File: config.mk
export PLATFORM = sky130hd
export DESIGN_NAME = lsbe_serializer
export DESIGN_NICKNAME = d
export VERILOG_FILES = /design/src/lsbe_pkg.sv /design/src/lsbe_serializer.sv
export SDC_FILE = /design/constraint.sdc
export NUM_CORES = 1
export LEC_CHECK = 0
export BUFFER_PORTS_ARGS = -buffer_cell sky130_fd_sc_hd__buf_2
export CAP_MARGIN = 30
export CORE_UTILIZATION = 45
export CTS_BUF_LIST = sky130_fd_sc_hd__clkbuf_4
export DETAILED_ROUTE_END_ITERATION = 7
export HOLD_SLACK_MARGIN = 0.15
export PLACE_DENSITY = 0.81
export SLEW_MARGIN = 40
export SYNTH_ARGS = -nofsm -noshare
export SYNTH_HDL_FRONTEND = slang
export SYNTH_SLANG_ARGS = --single-unit
File: constraint.sdc
create_clock -name aclk -period 2.1 [get_ports aclk]
set_clock_uncertainty 0.1 [all_clocks]
set_input_delay 0.21 -clock aclk [delete_from_list [all_inputs] [get_ports aclk]]
set_output_delay 0.21 -clock aclk [all_outputs]
set_load 0.01 [all_outputs]
File: src/lsbe_pkg.sv
// lsbe_pkg: shared constants, types and helpers of the led strip bit encoder
// used by lsbe_pixel_ram, lsbe_serializer and rgb_led_strip_bit_encoder_core
// no dependencies
`default_nettype none

package lsbe_pkg;

    // frame geometry
    localparam int PIXEL_COUNT = 256;
    localparam int RESET_SLOTS = 64;
    localparam int CODE_BITS   = 24;

    // slot counter stops at the last gap slot plus one
    localparam int SLOT_CEIL = RESET_SLOTS + PIXEL_COUNT + 1;
    localparam int SLOT_W    = $clog2(SLOT_CEIL + 1);
    localparam int IDX_W     = (PIXEL_COUNT > 1) ? $clog2(PIXEL_COUNT) : 1;
    localparam int CNT_W     = $clog2(CODE_BITS + 1);

    // beat field widths
    localparam int INDEX_W = 16;
    localparam int COLOR_W = 24;

    // pulse width codes
    localparam logic [1:0] CODE_ONE  = 2'd3;
    localparam logic [1:0] CODE_ZERO = 2'd1;
    localparam logic [1:0] CODE_GAP  = 2'd0;

    // input beat kinds
    typedef enum logic [1:0] {
        MODE_WRITE   = 2'd0,
        MODE_FILL_LO = 2'd1,
        MODE_FILL_HI = 2'd2,
        MODE_IGNORE  = 2'd3
    } mode_t;

    // one refill handed to the serializer
    typedef struct packed {
        logic                 half;
        logic                 gap;
        logic [CODE_BITS-1:0] grb;
    } lsbe_load_t;

    // rgb to grb byte swap
    function automatic logic [COLOR_W-1:0] to_grb(input logic [COLOR_W-1:0] rgb);
        return {rgb[15:8], rgb[23:16], rgb[7:0]};
    endfunction

endpackage

`default_nettype wire

File: src/lsbe_serializer.sv
// lsbe_serializer: turns one loaded pixel word into 24 pulse codes, msb first
// holds the current code as the registered output beat
// depends on lsbe_pkg
`default_nettype none

module lsbe_serializer (
    input  wire logic                 aclk,
    input  wire logic                 aresetn,
    input  wire lsbe_pkg::lsbe_load_t load,
    input  wire logic                 load_en,
    output logic                      load_ready,
    output logic                      out_valid,
    input  wire logic                 out_ready,
    output logic [1:0]                out_code,
    output logic                      out_half,
    output logic                      out_last
);
    import lsbe_pkg::*;

    logic [CODE_BITS-1:0] shift_reg, shift_next;
    logic [CNT_W-1:0]     cnt_reg, cnt_next;
    logic                 half_reg, half_next;
    logic                 gap_reg, gap_next;
    logic                 beat_done;

    assign out_valid  = (cnt_reg != '0);
    assign beat_done  = out_valid && out_ready;
    // free when idle or when the final code leaves this cycle
    assign load_ready = !out_valid || (beat_done && cnt_reg == CNT_W'(1));

    assign out_last = (cnt_reg == CNT_W'(1));
    assign out_half = half_reg;
    assign out_code = gap_reg ? CODE_GAP : (shift_reg[CODE_BITS-1] ? CODE_ONE : CODE_ZERO);

    // load a new run or step to the next code
    always_comb begin
        shift_next = shift_reg;
        cnt_next   = cnt_reg;
        half_next  = half_reg;
        gap_next   = gap_reg;
        if (load_en) begin
            shift_next = load.grb;
            cnt_next   = CNT_W'(CODE_BITS);
            half_next  = load.half;
            gap_next   = load.gap;
        end else if (beat_done) begin
            shift_next = {shift_reg[CODE_BITS-2:0], 1'b0};
            cnt_next   = cnt_reg - CNT_W'(1);
        end
    end

    // code counter
    always_ff @(posedge aclk) begin
        if (!aresetn) begin
            cnt_reg <= '0;
        end else begin
            cnt_reg <= cnt_next;
        end
    end

    // payload
    always_ff @(posedge aclk) begin
        shift_reg <= shift_next;
        half_reg  <= half_next;
        gap_reg   <= gap_next;
    end

    // checks
    a_cnt_range: assert property (@(posedge aclk) disable iff (!aresetn)
        cnt_reg <= CNT_W'(CODE_BITS))
        else $error("code counter out of range");

    a_load_full: assert property (@(posedge aclk) disable iff (!aresetn)
        load_en |=> cnt_reg == CNT_W'(CODE_BITS))
        else $error("load did not start a full run");

    a_load_free: assert property (@(posedge aclk) disable iff (!aresetn)
        load_en |-> (cnt_reg == '0 || (cnt_reg == CNT_W'(1) && out_ready)))
        else $error("load while a run is still in flight");

endmodule

`default_nettype wire

==> summary.md, run 1 <==
| Metric | Value |
|---|---|
| Max FO, Critical Path | 24 |
| CTS sink count | 31 |
| Vias | 979 |
| Vias in the first global route | 983 |
| IO Port Bufs | 35 |
| Die area | 3300 um^2 |
| Largest net degree at the start of global routing | 25 |
| DRC Markers | 4 |
| Root buffer cell | clkbuf_4 |
| Post-detail-place hpwl | 1550 um |
| Max-slew headroom | 64.6% |
| Failing checks | DRC |
| Die extent in y | 57.4 um |
| Routed WL | 2710 um |
| Initial Util | 48.8% |
| Hold_sp | load_en |
| Gr ovfl total | 0 |
| Routed wire per std cell | 14.3 um |
| Hold crit path type | primary input to flop |
| Initial antenna violation count | 0 |
| Cell count after synthesis | 88 |
| Actual slew at the worst max-slew pin | 0.531 ns |
| Final net count | 189 |
| Post-route ant nets | 0 |
| Clock buffer count from CTS | 5 |
| Post-cts sizing count | 0 |
| First-pass GRT wire length | 4430 um |
| Layout cells sized above 1 | 47.5% |
| Final period util | 94.0% |
| Width of the die | 57.4 um |
| Commonest non-fill, non-tap cell in the layout | buf_2 |
| End-of-flow core utilization | 68.1% |
| Status | finished, violations left |
| Asr flop ratio synth | 0% |
| Achievable frequency | 507 MHz |
| Slew Viols, Final | 0 |
| Total track usage | 18.8% |
| Post-synth EDFFs | 26 |
| Max H-tree Level | 2 |
| Worst Path Required | 2.00 ns |
| Lkg Pwr | 0.778 nW |
| CTS tree | done |
| Reg-to-reg startpoint | cnt_reg[0] |
| # Max-Cap Violations | 0 |
| Area Overhead vs Synth | 39.5% |
| Clock transition at path regs | 0.09 ns |
| Via/cell ratio | 5.18 |
| RSZ-0062 raised after global routing | no |
| Hold Fails Final Rpt | 0 |
| Distinct cells, synth | 26 |
| I/O pin count | 36 |
| Tmin final | 1.97 ns |
| WS Path Type | flop to flop |
| Worst Setup SP | cnt_reg[0] |
| First-pass DRT Iterations | 6 |
| Finish-stage setup viols | 0 |
| Seq/Total Area, Yosys | 63.8% |
| Worst Setup Start Kind | flop |
| Syn Area/Cell | 15.7 um^2 |
| Largest register FFs | 24 |
| Arrival @ worst endpoint | 1.88 ns |
| Synthesis-stage register bit count | 31 |
| Highest-count cells in the layout ignoring fill and taps | 35 x buf_2, 28 x dlygate4sd3_1, 26 x edfxtp_1 |
| Primary FF master, synth | edfxtp_1 |
| TNS Setup | 0 ns |
| Worst VDD drop | 470 uV |
| Syn_nets | 120 |
| Yosys warning total | 0 |
| Starting DRT DRC Count | 49 |
| Fillcell total | 207 |
| Worst-Skew Late Latency | 0.32 ns |
| Inserted Diodes | 0 |
| CP endpoint kind | flop |
| Gpl congestion | 0.726 |
| CTS max path bufs | 2 |
| Row cnt | 19 |
| Cell area after synthesis | 1380 um^2 |
| CORE AREA | 2830 um^2 |
| Pwr Density | 687 nW/um^2 |
==> power by group <==
part,total (mW),internal (mW),switching (mW)
Clock,0.324,0.138,0.185
Sequential,0.774,0.749,0.0248
Combinational,0.227,0.136,0.0909
==> critical path, cell delays in order, from the launching register on <==
cell and delay, ns:
dfxtp_1 0.34, inv_1 0.11, ha_1 0.19, or4b_4 0.50, a21o_2 0.42
==> what timing repair did <==
item,CTS,global route
setup buffers,0,2
hold endpoints to repair,29,0
endpoints found under the setup margin,0,4
hold buffers,28,0
==> metrics by stage <==
stage	worst slack [ns]	total power [mW]	cells	hold WS [ns]	instance area [um^2]
floorplan	0.202	0.900	88	0.209	1380
global placement	0.182	0.951	151	0.290	1580
detailed placement	0.0973	0.961	151	0.289	1580
CTS	0.0804	1.32	187	0.287	1910
global route	0.0227	1.40	189	0.288	1930
finish	0.126	1.32	189	0.303	1930
==> path summary, 6_finish.rpt <==
kind              slack (ns)             to  depth (start not counted)
hold reg to reg         0.44     cnt_reg[2]                          2
setup / recovery        0.13  shift_reg[13]                          4
setup reg to reg        0.13  shift_reg[13]                          4
hold / removal          0.30     cnt_reg[4]                          2
==> per-layer routing <==
metal	track usage (%)	share of wire, %	vias up
met5	0	0	-
met4	8.36	0.96	0
met3	6.58	5.9	4
met2	31.2	51	33
met1	22.1	42	471
li1	-	-	471
==> final cells by class <==
cell class,count,area [um^2],share of cell area [%]
sequential,31,881,45.7
timing repair buffer,66,478,24.8
multi-input combinational,50,464,24.1
clock buffer,6,45.0,2.34
tap,31,38.8,2.01
inverter,3,11.3,0.584
clock inverter,2,8.76,0.455
==> kinds of logic after synthesis <==
kind of cell,Yosys count,synth area share [%]
muxes,23,18.8
adders and majority gates,2,1.81
buffers and inverters,7,2.63
AOI/OAI and AO/OA,10,5.34
DFF,31,63.8
and+or+nand+nor,15,7.70
==> cell usage after synthesis, types with 2 or more instances <==
| cell | n | share of area, % |
|---|---|---|
| a21oi_1 | 2 | 0.72 |
| buf_2 | 2 | 0.72 |
| dfxtp_1 | 5 | 7.2 |
| edfxtp_1 | 26 | 57 |
| ha_1 | 2 | 1.8 |
| inv_1 | 3 | 0.82 |
| mux2_2 | 23 | 19 |
| nand2_1 | 4 | 1.1 |
| nor2b_1 | 2 | 0.91 |
| nor4b_1 | 2 | 1.3 |
| o21a_1 | 2 | 1.1 |
Note: power is estimated with default switching activity, not from simulation.
==> inputs of run 2 (changes only) <==
Settings changed: CELL_PAD_IN_SITES_DETAIL_PLACEMENT set to 0, CELL_PAD_IN_SITES_GLOBAL_PLACEMENT set to 1, CORE_UTILIZATION 45 to 44, PLACE_DENSITY 0.81 to 0.82.
==> run 2 against run 1 <==
  * The run still ends with DRC left
  * Wire length is 0.81% higher
  * Clock-buffer cell count shrank 1
  * Worst hold slack lost 0.082 ns
  * Die area grew 2.2%
  * Setup slack got worse by 0.037 ns
==> summary.md, run 2 (same netlist as run 1, synthesis figures left out) <==
| Metric | Value |
|---|---|
| Register area | 881 um^2 (unchanged) |
| RSZ-0062 raised after global routing | no |
| CP endpoint kind | primary output |
| Post-detail-place hpwl | 1550 um (-0.19%) |
| Clock buffer count from CTS | 5 (unchanged) |
| Achievable frequency | 497 MHz (-1.9%) |
| WHS | 0.221 ns (-0.0821 ns) |
| Largest net degree at the start of global routing | 25 (unchanged) |
| Root buffer cell | clkbuf_4 |
| DRC Markers | 4 (unchanged) |
| Worst-Skew Late Latency | 0.33 ns (about the same) |
| Setup slack after layout | 0.0889 ns (-0.0374 ns) |
| Worst VDD drop | 590 uV (+25%) |
| Gpl congestion | 0.693 (-4.5%) |
| Slew Viols, Final | 0 (unchanged) |
| Place WS | 0.0935 ns (-0.00380 ns) |
| Max FO, Critical Path | 8 (-67%) |
| Via/cell ratio | 5.12 (-1.2%) |
| Hold crit path type | primary input to flop |
| Width of the die | 58.0 um (+1.1%) |
| Arrival @ worst endpoint | 1.70 ns (-0.18 ns) |
| CP Cell Sequence | inv_1 > ha_1 > or4b_4 > nand2_1 > buf_2 |
| Max H-tree Level | 2 (unchanged) |
| Gr ovfl total | 0 (unchanged) |
| Actual slew at the worst max-slew pin | 0.402 ns (-0.129 ns) |
| Post-route ant nets | 0 (unchanged) |
| Area Overhead vs Synth | 40.5% |
| Post-CTS Setup Bufs | 0 (unchanged) |
| Worst Path Required | 1.79 ns (-0.21 ns) |
| Failing checks | DRC |
| CORE AREA | 2850 um^2 (+0.84%) |
| Worst Setup Start Kind | flop |
| Initial Util | 48.4% (-0.41 points) |
| Routed wire per std cell | 14.6 um (+1.9%) |
| Row cnt | 19 (unchanged) |
| Status | finished, violations left |
| Final period util | 95.8% (+1.8 points) |
| Routed WL | 2730 um (+0.81%) |
| Vias in the first global route | 979 (-0.41%) |
| Worst path slowest cell | or4b_4 |
| Hold Fails Final Rpt | 0 (unchanged) |
| Layout cells sized above 1 | 46.8% (-0.67 points) |
| Inserted Diodes | 0 (unchanged) |
| Clock transition at path regs | 0.10 ns (about the same) |
| CTS sink count | 31 (unchanged) |
| Total track usage | 18.0% (-0.85 points) |
| CP Buf/Inv Count | 2 (+1) |
| Highest-count cells in the layout ignoring fill and taps | 35 x buf_2, 28 x dlygate4sd3_1, 26 x edfxtp_1 |
| IO Port Bufs | 35 (unchanged) |
| I/O pin count | 36 (unchanged) |
| Die area | 3370 um^2 (+2.2%) |
| CTS max path bufs | 2 (unchanged) |
| CTS tree | done |
| Vias | 957 (-2.2%) |
| Largest register FFs | 24 (unchanged) |
| Die extent in y | 58.0 um (+1.1%) |
| WS Path Type | flop to primary output |
| Initial antenna violation count | 0 (unchanged) |
| CP peak stage delay | 0.54 ns (+0.04 ns) |
| # Max-Cap Violations | 0 (unchanged) |
| Fillcell total | 212 (+2.4%) |
| Delay-heaviest family, CP | simple AND/OR/NAND/NOR gates |
| First-pass DRT Iterations | 6 (unchanged) |
| Tmin final | 2.01 ns (+0.0374 ns) |
| First-pass GRT wire length | 4350 um (-1.7%) |
| Finish-stage setup viols | 0 (unchanged) |
| Pwr Density | 743 nW/um^2 (+8.2%) |
| Lkg Pwr | 0.779 nW (+0.14%) |
| Footprint of the multi-input gates | 470 um^2 (+1.3%) |
| Overall power after layout | 1.44 mW (+9.0%) |
| Starting DRT DRC Count | 17 (-65%) |
| Max-slew headroom | 72.8% (+8.2 points) |
| TNS Setup | 0 ns (unchanged) |
| Final net count | 187 (-1.1%) |
| Commonest non-fill, non-tap cell in the layout | buf_2 |
[run 2: cell count changes in the layout (fill, tap and decap cells not counted)]
| cell | before | now |
|---|---|---|
| clkbuf_4 | 6 | 5 |
| buf_4 | 3 | 1 |
| bufinv_16 | 0 | 1 |
| a21o_2 | 1 | 0 |
| a21o_4 | 0 | 1 |
[run 2: area by class of cell]
cell class,instances,share of cell area [%]
flip-flops and latches,31,45.4
multi-input cells,50,24.2
repair buffers,64,23.9
clock inverters,3,2.00
well taps,31,2.00
clock buffers,5,1.93
inverters,3,0.580
[run 2: report_power, final]
group / switching (mW) / leakage (nW) / internal (mW)
Clock: 0.205 / 0.0426 / 0.245
Sequential: 0.0235 / 0.303 / 0.749
Combinational: 0.0907 / 0.433 / 0.130
[run 2: metal layers]
metal	vias up	routed length [um]	track usage (%)
met4	0	51	8.16
li1	467	-	-
met3	7	136	4.91
met1	456	1200	21.2
met2	27	1350	30.7
met5	-	0	0
[run 2: through the flow]
stage	util [%]	std cells	area [um^2]
3_3_place_gp	55.3	151	1580
4_1_cts	67.8	187	1930
3_5_place_dp	55.3	151	1580
6_report	68.0	187	1940
2_1_floorplan	-	88	1380
5_1_grt	68.0	187	1940
[run 2: worst paths after layout]
check	slack, ns	endpoint	startpoint	cells past startpoint
worst min register to register	0.45	cnt_reg[2]	cnt_reg[2]	2
worst min-delay path	0.22	gap_reg	load_en	1
worst max register to register	0.19	shift_reg[18]	cnt_reg[0]	4
worst max-delay path	0.09	load_ready	cnt_reg[0]	5
[run 2: repair_timing]
item                                    4_1_cts  5_1_grt
endpoints found under the setup margin        0        4
hold endpoints to repair                     29        0
hold buffers                                 28        0
gates resized for setup                       0        1
